`src/hw/rtl/mbfd_pkg.sv`:
```
// shared types, constants and the crc step for the battery frame decoder
package mbfd_pkg;

    // frame geometry
    localparam int FRAME_LEN = 59;
    localparam int CNT_W     = 6;
    localparam int NUM_CAPT  = 17;

    // header checks
    localparam logic [7:0]  FUNC_READ_HOLDING = 8'h03;
    localparam logic [7:0]  PAYLOAD_BYTES     = 8'h36;
    localparam logic [15:0] CRC_INIT          = 16'hFFFF;
    localparam logic [15:0] CRC_POLY          = 16'hA001;

    // header byte offsets
    localparam logic [CNT_W-1:0] OFF_FUNC  = CNT_W'(1);
    localparam logic [CNT_W-1:0] OFF_COUNT = CNT_W'(2);

    // byte offsets of the captured field bytes, in slot order
    localparam logic [CNT_W-1:0] CAPT_OFF [NUM_CAPT] = '{
        CNT_W'(3),  CNT_W'(17), CNT_W'(23), CNT_W'(24), CNT_W'(27), CNT_W'(28),
        CNT_W'(35), CNT_W'(36), CNT_W'(43), CNT_W'(49), CNT_W'(50), CNT_W'(51),
        CNT_W'(52), CNT_W'(53), CNT_W'(54), CNT_W'(55), CNT_W'(56)
    };

    // slot numbers of each decoded field (low byte for 16-bit fields)
    localparam int SLOT_TEMP_CELL   = 0;
    localparam int SLOT_TEMP_BOARD  = 1;
    localparam int SLOT_CURRENT     = 2;
    localparam int SLOT_CURRENT_TWO = 4;
    localparam int SLOT_PACK        = 6;
    localparam int SLOT_CHARGE      = 8;
    localparam int SLOT_CELL_ONE    = 9;
    localparam int SLOT_CELL_TWO    = 11;
    localparam int SLOT_CELL_THREE  = 13;
    localparam int SLOT_CELL_FOUR   = 15;

    // packed width of the result tdata
    localparam int OUT_W = 168;

    // one input beat
    typedef struct packed {
        logic [7:0] data_byte;
        logic       frame_start;
    } in_beat_t;

    // one decoded frame
    typedef struct packed {
        logic               frame_ok;
        logic [7:0]         charge_raw;
        logic signed [15:0] current_ma;
        logic signed [15:0] current_two_ma;
        logic [15:0]        pack_mv;
        logic [7:0]         temp_cell_c;
        logic [7:0]         temp_board_c;
        logic [15:0]        cell_one_mv;
        logic [15:0]        cell_two_mv;
        logic [15:0]        cell_three_mv;
        logic [15:0]        cell_four_mv;
        logic signed [31:0] power_uw;
    } result_t;

    // modbus crc-16 over one byte, reflected, lsb first
    function automatic logic [15:0] crc_byte(input logic [15:0] crc_in, input logic [7:0] b);
        logic [15:0] c;
        c = crc_in ^ {8'h00, b};
        for (int i = 0; i < 8; i++) begin
            if (c[0]) begin
                c = (c >> 1) ^ CRC_POLY;
            end else begin
                c = c >> 1;
            end
        end
        return c;
    endfunction

endpackage

```
`src/hw/rtl/mbfd_in_stage.sv`:
```
// input register stage for incoming frame bytes
module mbfd_in_stage (
    input  logic               aclk,
    input  logic               aresetn,
    input  logic               s_tvalid,
    output logic               s_tready,
    input  logic [7:0]         s_tdata,
    input  logic [0:0]         s_tuser,
    input  logic               take,
    output logic               beat_valid,
    output mbfd_pkg::in_beat_t beat
);
    import mbfd_pkg::*;

    logic     valid_reg;
    logic     valid_next;
    in_beat_t beat_reg;
    logic     accept;

    // room when empty or when the held beat leaves this cycle
    assign s_tready = !valid_reg || take;
    assign accept   = s_tvalid && s_tready;

    always_comb begin
        if (accept) begin
            valid_next = 1'b1;
        end else if (take) begin
            valid_next = 1'b0;
        end else begin
            valid_next = valid_reg;
        end
    end

    always_ff @(posedge aclk) begin
        if (!aresetn) begin
            valid_reg <= 1'b0;
        end else begin
            valid_reg <= valid_next;
        end
    end

    // payload holds no reset
    always_ff @(posedge aclk) begin
        if (accept) begin
            beat_reg.data_byte   <= s_tdata;
            beat_reg.frame_start <= s_tuser[0];
        end
    end

    assign beat_valid = valid_reg;
    assign beat       = beat_reg;

endmodule

```
`src/hw/rtl/mbfd_frame_core.sv`:
```
// byte counter, crc, header check, field capture and result decode
module mbfd_frame_core (
    input  logic               aclk,
    input  logic               aresetn,
    input  logic               beat_valid,
    input  mbfd_pkg::in_beat_t beat,
    input  logic               out_free,
    output logic               take,
    output logic               load,
    output mbfd_pkg::result_t  result
);
    import mbfd_pkg::*;

    logic [CNT_W-1:0] count_reg,  count_next;
    logic [15:0]      crc_reg,    crc_next;
    logic             header_reg, header_next;
    logic [7:0]       crc_low_reg;
    logic [7:0]       field_reg [NUM_CAPT];

    logic [CNT_W-1:0] cnt_base;
    logic [15:0]      crc_base;
    logic             header_base;
    logic             active;
    logic             last_byte;
    logic             update;
    logic [15:0]      pack_w;
    logic [15:0]      cur_w;
    logic signed [32:0] prod;

    // a new frame restarts count, crc and header from scratch
    assign cnt_base    = beat.frame_start ? '0 : count_reg;
    assign crc_base    = beat.frame_start ? CRC_INIT : crc_reg;
    assign header_base = beat.frame_start ? 1'b0 : header_reg;
    assign active      = cnt_base < CNT_W'(FRAME_LEN);
    assign last_byte   = active && (cnt_base == CNT_W'(FRAME_LEN - 1));

    // only the final byte needs space in the result register
    assign take   = beat_valid && (!last_byte || out_free);
    assign load   = take && last_byte;
    assign update = take && active;

    always_comb begin
        count_next  = cnt_base + CNT_W'(1);
        crc_next    = crc_base;
        header_next = header_base;
        if (cnt_base < CNT_W'(FRAME_LEN - 2)) begin
            crc_next = crc_byte(crc_base, beat.data_byte);
        end
        if (cnt_base == OFF_FUNC) begin
            header_next = (beat.data_byte == FUNC_READ_HOLDING);
        end
        if (cnt_base == OFF_COUNT) begin
            header_next = header_base && (beat.data_byte == PAYLOAD_BYTES);
        end
    end

    always_ff @(posedge aclk) begin
        if (!aresetn) begin
            count_reg  <= CNT_W'(FRAME_LEN);
            crc_reg    <= CRC_INIT;
            header_reg <= 1'b0;
        end else if (update) begin
            count_reg  <= count_next;
            crc_reg    <= crc_next;
            header_reg <= header_next;
        end
    end

    // field bytes and the crc low byte, each at its own offset
    always_ff @(posedge aclk) begin
        if (update) begin
            for (int k = 0; k < NUM_CAPT; k++) begin
                if (cnt_base == CAPT_OFF[k]) begin
                    field_reg[k] <= beat.data_byte;
                end
            end
            if (cnt_base == CNT_W'(FRAME_LEN - 2)) begin
                crc_low_reg <= beat.data_byte;
            end
        end
    end

    // decode from the captured bytes, little-endian pairs
    assign pack_w = {field_reg[SLOT_PACK + 1], field_reg[SLOT_PACK]};
    assign cur_w  = {field_reg[SLOT_CURRENT + 1], field_reg[SLOT_CURRENT]};
    assign prod   = $signed({1'b0, pack_w}) * $signed(cur_w);

    always_comb begin
        result.frame_ok       = header_base && (crc_base == {beat.data_byte, crc_low_reg});
        result.charge_raw     = field_reg[SLOT_CHARGE];
        result.current_ma     = $signed(cur_w);
        result.current_two_ma = $signed({field_reg[SLOT_CURRENT_TWO + 1],
                                         field_reg[SLOT_CURRENT_TWO]});
        result.pack_mv        = pack_w;
        result.temp_cell_c    = field_reg[SLOT_TEMP_CELL];
        result.temp_board_c   = field_reg[SLOT_TEMP_BOARD];
        result.cell_one_mv    = {field_reg[SLOT_CELL_ONE + 1], field_reg[SLOT_CELL_ONE]};
        result.cell_two_mv    = {field_reg[SLOT_CELL_TWO + 1], field_reg[SLOT_CELL_TWO]};
        result.cell_three_mv  = {field_reg[SLOT_CELL_THREE + 1], field_reg[SLOT_CELL_THREE]};
        result.cell_four_mv   = {field_reg[SLOT_CELL_FOUR + 1], field_reg[SLOT_CELL_FOUR]};
        result.power_uw       = $signed(prod[31:0]);
    end

endmodule

```
`src/hw/rtl/mbfd_out_reg.sv`:
```
// result register on the master side
module mbfd_out_reg (
    input  logic                         aclk,
    input  logic                         aresetn,
    input  logic                         load,
    input  mbfd_pkg::result_t            result,
    output logic                         out_free,
    output logic                         m_tvalid,
    input  logic                         m_tready,
    output logic [mbfd_pkg::OUT_W-1:0]   m_tdata,
    output logic [0:0]                   m_tuser
);
    import mbfd_pkg::*;

    logic    valid_reg;
    logic    valid_next;
    result_t result_reg;

    // free when empty or when the held beat is taken now
    assign out_free = !valid_reg || m_tready;

    always_comb begin
        if (load) begin
            valid_next = 1'b1;
        end else if (m_tready) begin
            valid_next = 1'b0;
        end else begin
            valid_next = valid_reg;
        end
    end

    always_ff @(posedge aclk) begin
        if (!aresetn) begin
            valid_reg <= 1'b0;
        end else begin
            valid_reg <= valid_next;
        end
    end

    always_ff @(posedge aclk) begin
        if (load) begin
            result_reg <= result;
        end
    end

    assign m_tvalid = valid_reg;
    assign m_tuser  = result_reg.frame_ok;
    assign m_tdata  = {result_reg.power_uw,
                       result_reg.cell_four_mv,
                       result_reg.cell_three_mv,
                       result_reg.cell_two_mv,
                       result_reg.cell_one_mv,
                       result_reg.temp_board_c,
                       result_reg.temp_cell_c,
                       result_reg.pack_mv,
                       result_reg.current_two_ma,
                       result_reg.current_ma,
                       result_reg.charge_raw};

endmodule

```
`src/hw/rtl/modbus_battery_frame_decoder_unit.sv`:
```
// top level of the modbus battery reply frame decoder
//
// Slave side takes one frame byte per beat: s_tdata is the byte, s_tuser
// flags the first byte of a new frame. A flagged byte drops any partial
// frame and restarts the byte count and the crc. Bytes arriving while no
// frame is open, or after a frame is complete, are taken and dropped.
// When the 59th byte of a frame is taken, one result beat is produced on
// the master side; m_tuser carries frame_ok (function code, byte count and
// little-endian crc all match), m_tdata carries the decoded fields, which
// are valid whether or not frame_ok is set.
// The final byte sits in the input register, then the decode loads the
// result register. Throughput is one byte per cycle unless a final byte
// waits on the output register; the crc byte update is eight unrolled
// shift and xor levels between the input register and the frame state.
// If the receiver stalls, the finished result holds in the output register
// and bytes keep flowing until the next frame's final byte, which waits in
// the input register until the output register frees.
// Reset (aresetn low, synchronous) empties both registers and leaves the
// block idle until a byte flagged as frame start arrives.
module modbus_battery_frame_decoder_unit (
    input  logic                       aclk,
    input  logic                       aresetn,
    input  logic                       s_tvalid,
    output logic                       s_tready,
    input  logic [7:0]                 s_tdata,   // [7:0] data_byte
    input  logic [0:0]                 s_tuser,   // [0] frame_start
    output logic                       m_tvalid,
    input  logic                       m_tready,
    // [7:0] charge_raw, [23:8] current_ma, [39:24] current_two_ma,
    // [55:40] pack_mv, [63:56] temp_cell_c, [71:64] temp_board_c,
    // [87:72] cell_one_mv, [103:88] cell_two_mv, [119:104] cell_three_mv,
    // [135:120] cell_four_mv, [167:136] power_uw
    output logic [mbfd_pkg::OUT_W-1:0] m_tdata,
    output logic [0:0]                 m_tuser    // [0] frame_ok
);
    import mbfd_pkg::*;

    logic     beat_valid;
    in_beat_t beat;
    logic     take;
    logic     load;
    logic     out_free;
    result_t  result;

    mbfd_in_stage u_in (
        .aclk       (aclk),
        .aresetn    (aresetn),
        .s_tvalid   (s_tvalid),
        .s_tready   (s_tready),
        .s_tdata    (s_tdata),
        .s_tuser    (s_tuser),
        .take       (take),
        .beat_valid (beat_valid),
        .beat       (beat)
    );

    mbfd_frame_core u_core (
        .aclk       (aclk),
        .aresetn    (aresetn),
        .beat_valid (beat_valid),
        .beat       (beat),
        .out_free   (out_free),
        .take       (take),
        .load       (load),
        .result     (result)
    );

    mbfd_out_reg u_out (
        .aclk     (aclk),
        .aresetn  (aresetn),
        .load     (load),
        .result   (result),
        .out_free (out_free),
        .m_tvalid (m_tvalid),
        .m_tready (m_tready),
        .m_tdata  (m_tdata),
        .m_tuser  (m_tuser)
    );

endmodule

```
`config.mk`:
```
export PLATFORM = sky130hd
export DESIGN_NAME = modbus_battery_frame_decoder_unit
export DESIGN_NICKNAME = d
export VERILOG_FILES = /design/src/hw/rtl/mbfd_pkg.sv /design/src/hw/rtl/mbfd_in_stage.sv /design/src/hw/rtl/mbfd_frame_core.sv /design/src/hw/rtl/mbfd_out_reg.sv /design/src/hw/rtl/modbus_battery_frame_decoder_unit.sv
export SDC_FILE = /design/constraint.sdc
export NUM_CORES = 1
export LEC_CHECK = 0
export ABC_CLOCK_PERIOD_IN_PS = 9700
export CELL_PAD_IN_SITES_DETAIL_PLACEMENT = 0
export CELL_PAD_IN_SITES_GLOBAL_PLACEMENT = 1
export CORE_MARGIN = 3
export CORE_UTILIZATION = 48
export CTS_BUF_LIST = sky130_fd_sc_hd__clkbuf_8 sky130_fd_sc_hd__clkbuf_16
export DETAILED_ROUTE_END_ITERATION = 8
export DONT_BUFFER_PORTS = 1
export HOLD_SLACK_MARGIN = 0.12
export MAX_ROUTING_LAYER = met4
export PLACE_DENSITY_LB_ADDON = 0.1
export SYNTH_ARGS = -nofsm -noshare
export SYNTH_HDL_FRONTEND = slang
export SYNTH_SLANG_ARGS = --single-unit
```
`constraint.sdc`:
```
create_clock -name aclk -period 9.7 [get_ports aclk]
set_input_delay 0.97 -clock aclk [delete_from_list [all_inputs] [get_ports aclk]]
set_output_delay 0.97 -clock aclk [all_outputs]
set_load 0.1 [all_outputs]
```
======== Yosys cells after proc, flatten, opt, wreduce, memory -nomap -nowiden ========
Memories as Yosys holds them, arrays and structs flattened. A register that Yosys moved wholly into a read port is not among the register bits.
Cells that the tools add are included.
W data, S select, Z words.
word-level totals
  bits in registers ....................... 107
  RAM bits ................................ 136
  input port bits ......................... 13
  logic and storage cells ................. 206
  memories ................................ 1
cells by class
  $add $sub $neg .......................... 1
  multipliers ............................. 1
  order comparisons ....................... 2
  eq/ne operators ......................... 24
  multiplexer cells ....................... 124
  bitwise gates (word level) .............. 9
  reductions and logical operators ........ 32
memory list
  memory            words  width  read ports  clocked after Yosys merged registers in  wr ports  RTL line               source
  u_core.field_reg  17     8      17          13                                       1         mbfd_frame_core.sv:18  logic [7:0] field_reg [NUM_CAPT];
operators with widths
  kind                   number
  $mux W16               17
  $mux W8                16
  $reduce_or A8 Y1       16
  $mux W5                16
  $eq A6 B6 Y1 const B   13
  $mux W1                74
  $mul A17 B16 Y32       1
  $eq A6 B5 Y1 const B   5
  $not A2 Y3             8
  $eq A16 B16 Y1         1
  $xor A16 B8 Y16        1
  $eq A6 B2 Y1 const B   2
  $lt A6 B6 Y1 const B   2
  $eq A8 B2 Y1 const B   1
  $eq A8 B6 Y1 const B   1
  $logic_and A1 B1 Y1    7
  $add A6 B1 Y6 const B  1
  $eq A6 B1 Y1 const B   1
  $mux W6                1
  $reduce_bool A2 Y1     2
  $logic_not A1 Y1       3
  $logic_or A1 B1 Y1     3
  $reduce_and A2 Y1      1

======== Longest topological paths before layout ========
Gate-level depths: netlist of the first run.
  depth in word-level cells ............... 26
  gate-level depth with buffers ........... 23

======== By module ========
Synthesis of the first run repeated with hierarchy kept, for this count alone.
unflattened totals
  cells, all modules ...................... 1612
  area total of the unflattened synthesis .. 20497.2 µm²
modules (own cells, without submodules)
  module           instances  cells each  area each (µm²)  sequential area each (µm²)
  mbfd_frame_core  1          1425        15045.7          4784.6
  mbfd_out_reg     1          173         5123.7           5094.9
  mbfd_in_stage    1          14          327.8            290.3

======== Worst setup path after synthesis of the first run ========
OpenSTA, ideal clock, no wires.
  path type ............................... register to register
  start ................................... reg u_in.beat_reg, in the netlist u_in.beat[0]
  end ..................................... reg, netlist name m_tdata[0]
  arrival time ............................ 9.501 ns
  data required time ...................... 9.000 ns
  slack ................................... -0.501 ns
  stages on the path, launching flop included .. 13
  path buffers ............................ 6
  period minus slack after synthesis ...... 10.201 ns
  cells stage by stage .................... edfxtp_1 buf_2 buf_1 buf_2 buf_1 nor2b_1 ha_1 clkbuf_1 a21oi_1 o21ai_1 o21bai_2 buf_2 nor2_1
between the ends
  word-level cells in the longest chain between the ends .. 7
  elaborated cells between the ends (all ways) .. 8
  classes of those cells .................. 1 x order compare; 1 x eq/ne; 1 x mux; 5 x reduce/logical
RTL lines
  item                                                 RTL line                                      source
  start: declaration                                   mbfd_in_stage.sv:17                           in_beat_t beat_reg;
  $mux W6 (*)                                          mbfd_frame_core.sv:31                         assign cnt_base = beat.frame_start ? '0 : count_reg;
  $lt A6 B6 Y1 / $eq A6 B6 Y1 (equally long branches)  mbfd_frame_core.sv:34, mbfd_frame_core.sv:35
  $logic_and A1 B1 Y1 (*)                              mbfd_frame_core.sv:35                         assign last_byte = active && (cnt_base == CNT_W'(FRAME_LEN - 1));
  $logic_not A1 Y1                                     mbfd_frame_core.sv:38                         assign take = beat_valid && (!last_byte || out_free);
  $logic_or A1 B1 Y1                                   mbfd_frame_core.sv:38
  $logic_and A1 B1 Y1                                  mbfd_frame_core.sv:38
  $logic_and A1 B1 Y1 (*)                              mbfd_frame_core.sv:39                         assign load = take && last_byte;
  named net load                                       modbus_battery_frame_decoder_unit.sv:41       logic load;
The timed path passes the listed nets; every way through them passes the cells marked *.
A chain may end at the register's enable or synchronous reset.

==> results.toml, run 1 <==
[clock_network]
clock-sinks = 347
clk_latency_ns = 0.56
holdBufCountCts = 0
clk_pin_slew_ns = 0.06
htree_levels = 2
clockBufferDepth = 3
postCtsSetupBuffers = 0
post_cts_resized = 0
numCtsBuffers = 37
cts_tree = "yes"
clockRootBuffer = "clkbuf_16"

[yosys]
ys_ff_latch = 347
synth_largest_area_cell = "edfxtp_1"
yosysWarnings = 0
ys_top_cells_by_count = "edfxtp_1 (322), inv_1 (258), fa_1 (194), nand2_1 (162), ha_1 (122)"
synthTopCellsByArea = "edfxtp_1 (47%), fa_1 (19%), ha_1 (7.5%)"
ys_dominant_reg_cell = "edfxtp_1"
syn_avg_cell_area_um2 = 12.8
syn_nets = 1934
syn_inst = 1605
syn-cell-area_um2 = 20500
async_flop_share = 0
synth_cell_types = 70
synth-edff-count = 322
synth_top_area_frac = 0.472
yosysSeqAreaShare = 0.497
synth_most_common_cell = "edfxtp_1"

[routing]
wl_per_cell_um = 21.5
first_pass_iters = 5
drc_errors = 0
wl_um = 46400
drt_iter0_drc = 685
vias_per_cell = 5.35
vias = 11600
final_antenna_net_count = 0

[cells_and_area]
stdcell_area_um2 = 22100
layout-drive-gt1-share = 0.0511
fin_util = 0.527
stdcell_count = 2164
fillers = 3607
nNetsFinal = 1928
largest_register_ffs = 136
area_delta_synth_final_pct = 8.21
diodes = 0

[floorplan]
start_util = 0.487
core_um2 = 42000
die_w_um = 213
ios = 184
fp.dieH_um = 213
rows = 75
dieArea_um2 = 45200

[setup_path]
worst-endpoint-required_ns = 10.00
r2r_slack_ns = 2.82
cp_data_arrival_time_ns = 7.18
start_kind = "flop"
worstSetupEndpoint = "u_out.m_tdata[166]"
critPathMaxFanout = 17
r2r-end = "u_out.m_tdata[166]"
cp-end-kind = "flop"
path_class = "flop to flop"
reg2reg_depth = 18
critical_path.startpoint = "u_core.field_reg[2][7]"
rr_startpoint = "u_core.field_reg[2][7]"

[outcome]
outcome = "complete, no violations"

[global_routing]
grt_pass1_wl_um = 72000
overflow = 0
grt_pass1_vias = 11700
antenna_found_initial = 0
grt_max_degree = 135
grt_use_total = 0.218

[sta]
rsz0062_at_grt = "false"
slew_viol_final = 0
min_period_over_period = 0.709
fmax_mhz = 145
max-slew-margin-rel = 0.173
hold_viol_final = 0
setup_viol = 0
skew_ns = 0.0150
min_period_ns = 6.88
worst_slack_ns = 2.82
tightest_slew_ns = 1.23
final.setup.tns_ns = 0

[place]
post-place-cells = 2099
hpwl_um = 33300
dpl_worst_slack_ns = 2.74
dpl-instance-area_um2 = 21000
io_buffers = 0
gp_congestion = 0.818

[pwr]
leakagePower_nw = 9.00
power.density_nw_per_um2 = 144
peakVddDrop_uv = 146

[run]
drv_cap = 0

[worst_hold_path]
hold_path.class = "flop to flop"
[worst max-delay path, stage by stage (launching register included)]
cell,delay [ns]
edfxtp_1,0.86
nand2_1,0.17
fa_1,0.56
fa_1,0.52
inv_1,0.05
fa_1,0.55
fa_1,0.43
fa_1,0.50
inv_1,0.05
fa_1,0.47
inv_1,0.04
ha_1,0.48
nand4_4,0.20
or4_1,0.52
a211oi_2,0.37
o2111ai_1,0.23
a31oi_2,0.28
mux2i_1,0.23
o2111ai_1,0.11
[power breakdown]
part | leakage (nW) | total [W] | internal, W | switching (W)
registers | 3.11 | 0.00171 | 0.00165 | 0.0000542
clock network | 0.562 | 0.00131 | 0.000714 | 0.000599
logic | 5.32 | 0.000178 | 0.0000685 | 0.000109
total | 9.00 | 0.00320 | 0.00243 | 0.000763
[placed cells by master (no fill, tap or decap), types with 3 or more instances in the layout]
cell	netlist	routed
nor2_1	52	51
a21boi_0	3	3
nand2_1	162	162
inv_1	258	266
o21ai_1	10	10
nor4_1	9	9
xnor2_1	35	35
ha_1	122	122
clkbuf_16	0	37
a31oi_1	6	6
fa_1	194	194
and3_1	12	12
nand4_1	4	4
clkinv_1	0	7
xor2_1	25	25
edfxtp_1	322	322
dfxtp_1	25	25
a211oi_1	4	4
o211ai_1	17	17
o21bai_1	6	6
a21oi_1	29	29
mux2_2	3	3
nand2b_1	13	13
clkinvlp_4	0	5
or2_2	3	3
and2_1	120	120
o21ai_0	16	16
nor2b_1	4	4
nand3_1	14	14
nor3_1	13	13
or3_1	3	3
a21o_1	9	9
a22o_1	4	4
buf_4	2	10
[how the worst min path moves through the flow]
stage                                  startpoint                 end  slack [ns]  cells after the start
after floorplan            u_core.field_reg[8][0]          m_tdata[0]        0.40                      0
after global placement     u_core.field_reg[4][1]         m_tdata[25]        0.40                      0
after detailed placement  u_core.field_reg[12][7]        m_tdata[103]        0.40                      0
after CTS                 u_core.field_reg[13][4]  u_out.m_tdata[108]        0.41                      0
after global routing      u_core.field_reg[13][4]  u_out.m_tdata[108]        0.42                      0
final                      u_core.field_reg[4][4]         m_tdata[28]        0.41                      0
[logic make-up after synthesis]
| family | count (synthesis) | share of synthesized area |
|---|---|---|
| muxes | 5 | 0.00263 |
| AOI/OAI and AO/OA | 136 | 0.0470 |
| buffers and inverters | 316 | 0.0589 |
| and+or+nand+nor | 425 | 0.105 |
| adders and majority gates | 316 | 0.264 |
| xor gates and xnor gates | 60 | 0.0257 |
| DFF | 347 | 0.497 |
[per-layer routing]
metal  vias up  share of wire  GRT usage  wire [um]
li1       5297              -          -          -
met1      5950           0.42      0.286      19500
met2       253           0.50      0.346      23200
met3        75          0.050     0.0401       2330
met4         0          0.032     0.0718       1480
met5         -              0          -          0
[through the flow]
step | power (W) | hold WS (ns)
finish | 0.00320 | 0.410
global route | 0.00332 | 0.416
CTS | 0.00324 | 0.408
detailed placement | 0.00192 | 0.405
global placement | 0.00191 | 0.401
floorplan | 0.00186 | 0.400
[final cells by class]
cell class	count	area, um2	area share
clock buffers	38	940	0.0424
clock inverters	27	188	0.00847
inverters	260	976	0.0441
multi-input cells	942	9110	0.411
flip-flops and latches	347	10200	0.459
well taps	539	674	0.0304
repair buffers	11	95.1	0.00429
(Power assumes the default switching activity.)
==> run 2: changes to the inputs <==
--- a/config.mk
+++ b/config.mk
@@ -5,11 +5,11 @@
 export SDC_FILE = /design/constraint.sdc
 export NUM_CORES = 1
 export LEC_CHECK = 0
-export ABC_CLOCK_PERIOD_IN_PS = 9700
+export ABC_CLOCK_PERIOD_IN_PS = 6710
 export CELL_PAD_IN_SITES_DETAIL_PLACEMENT = 0
 export CELL_PAD_IN_SITES_GLOBAL_PLACEMENT = 1
 export CORE_MARGIN = 3
-export CORE_UTILIZATION = 48
+export CORE_UTILIZATION = 53
 export CTS_BUF_LIST = sky130_fd_sc_hd__clkbuf_8 sky130_fd_sc_hd__clkbuf_16
 export DETAILED_ROUTE_END_ITERATION = 8
 export DONT_BUFFER_PORTS = 1
==> constraint.sdc (replaced) <==
create_clock -name aclk -period 6.71 [get_ports aclk]
set_input_delay 0.671 -clock aclk [delete_from_list [all_inputs] [get_ports aclk]]
set_output_delay 0.671 -clock aclk [all_outputs]
set_load 0.1 [all_outputs]
==> run 2 against run 1 <==
Net effect: clock-buffer cell count is 2 lower; routed wire length down 1.5%; critical path type unchanged; critical path depth up 2; final area is 2.8% higher; total power increased by 48%; register-to-register slack got worse by 2.6 ns; clock power increased by 53%.
==> results.toml, run 2 (same netlist as run 1, synthesis figures left out) <==
[sta]
worst_slack_ns = 0.225
skew_ns = 0.0132
fmax_mhz = 154
slew_viol_final = 0
hold_viol_final = 0
holdWs_ns = 0.201
min_period_ns = 6.49
rsz0062_at_grt = "false"
tightest_slew_ns = 1.28
min_period_over_period = 0.966
setup_viol = 0
max-slew-margin-rel = 0.137
final.setup.tns_ns = 0

[floorplan]
fp.dieH_um = 203
ios = 184
rows = 71
start_util = 0.541
dieArea_um2 = 41000
core_um2 = 37800
die_w_um = 203

[setup_path]
start_kind = "flop"
worstPathCellList = "buf_4, and2_1, fa_1, inv_1, fa_1, inv_1, fa_1, fa_1, fa_1, inv_1, fa_1, inv_1, ha_1, nand4_4, or4_1, a211oi_4, o2111ai_2, a31oi_2, mux2i_1, o2111ai_1"
slowest_delay_ns = 0.56
cp-end-kind = "flop"
crit_slowest_cell = "or4_1"
worst-endpoint-required_ns = 6.98
cp_data_arrival_time_ns = 6.75
path_class = "flop to flop"
crit_top_cell = "fa_1"
critPathMaxFanout = 6

[routing]
vias_per_cell = 5.38
first_pass_iters = 5
wl_per_cell_um = 20.7
wl_um = 45800
drc_errors = 0
vias = 11900
drt_iter0_drc = 653
final_antenna_net_count = 0

[worst_hold_path]
hold_path.class = "input port to flop"

[cells_and_area]
layout-drive-gt1-share = 0.0995
largest_register_ffs = 136
multiInputGateArea_um2 = 9130
regArea_um2 = 10200
final_common_cell = "edfxtp_1"
final_cell_mix = "edfxtp_1 (322), inv_1 (262), fa_1 (194)"
stdcell_count = 2211
nNetsFinal = 2000
fillers = 3103
area_delta_synth_final_pct = 11.2

[clock_network]
clk_latency_ns = 0.55
holdBufCountCts = 0
clockBufferDepth = 3
cts_tree = "yes"
clock-sinks = 347
numCtsBuffers = 36
clockRootBuffer = "clkbuf_16"
clk_pin_slew_ns = 0.06
htree_levels = 2

[place]
io_buffers = 0
dpl_worst_slack_ns = -0.00936
post-place-cells = 2114
hpwl_um = 32600
gp_congestion = 0.836

[run]
drv_cap = 0

[pwr]
power.density_nw_per_um2 = 208
leakagePower_nw = 9.38
peakVddDrop_uv = 283

[global_routing]
grt_use_total = 0.233
grt_pass1_vias = 12100
antenna_found_initial = 1
grt_max_degree = 126
grt_pass1_wl_um = 71200
overflow = 0

[outcome]
outcome = "complete, no violations"
[run 2: changes by cell type in the layout (fill, tap and decap cells not counted), sizes merged]
cell / previous run / this run
diode: 0 / 1
buf: 11 / 83
bufinv: 0 / 3
clkbuf: 38 / 37
[run 2: critical path: cells and delay by family (launching register included)]
kind | cells | cell delay, ns
mux | 1 | 0.23
buf+inv | 5 | 0.40
fa+ha+maj | 7 | 3.28
simple gates | 3 | 0.88
compound gates | 4 | 0.93
flops | 1 | 0.50
[run 2: metal layers]
metal | GRT usage | part of all wire
met5 | - | 0
met1 | 0.307 | 0.42
met4 | 0.0742 | 0.030
met2 | 0.369 | 0.49
met3 | 0.0497 | 0.060
[run 2: final timing paths]
path | from | to | slack, ns | cells after the start
setup reg to reg | u_core.field_reg[2][4] | u_out.m_tdata[166] | 0.22 | 20
hold reg to reg | u_core.field_reg[5][3] | m_tdata[35] | 0.41 | 0
setup / recovery | u_core.field_reg[2][4] | u_out.m_tdata[166] | 0.22 | 20
hold / removal | aresetn | u_core.count_reg[1] | 0.20 | 1
[run 2: timing repair]
action	4_1_cts	5_1_grt
endpoints found under the setup margin	1	3
resized for setup	0	6
hold endpoints to repair	0	0
buffers inserted	3	27
pin swaps	0	4
[run 2: area by class of cell]
cell class                      count  area share
Antenna cell                        1    0.000110
Clock buffer                       36      0.0396
Clock inverter                     30      0.0125
Tap cell                          511      0.0281
Timing Repair Buffer               84      0.0289
Multi-Input combinational cell    942       0.401
Sequential cell                   347       0.447
Inverter                          260      0.0429
[run 2: power breakdown]
part | switching [W] | internal [W]
logic | 0.000163 | 0.000102
clock network | 0.000881 | 0.00112
registers | 0.0000748 | 0.00239
[run 2: through the flow]
step / total power [W] / utilization / instance area (um2)
after CTS: 0.00478 / 0.595 / 22500
after global placement: 0.00277 / 0.563 / 21300
final: 0.00473 / 0.601 / 22800
after global routing: 0.00490 / 0.601 / 22800
after detailed placement: 0.00277 / 0.563 / 21300
after floorplan: 0.00269 / - / 20500
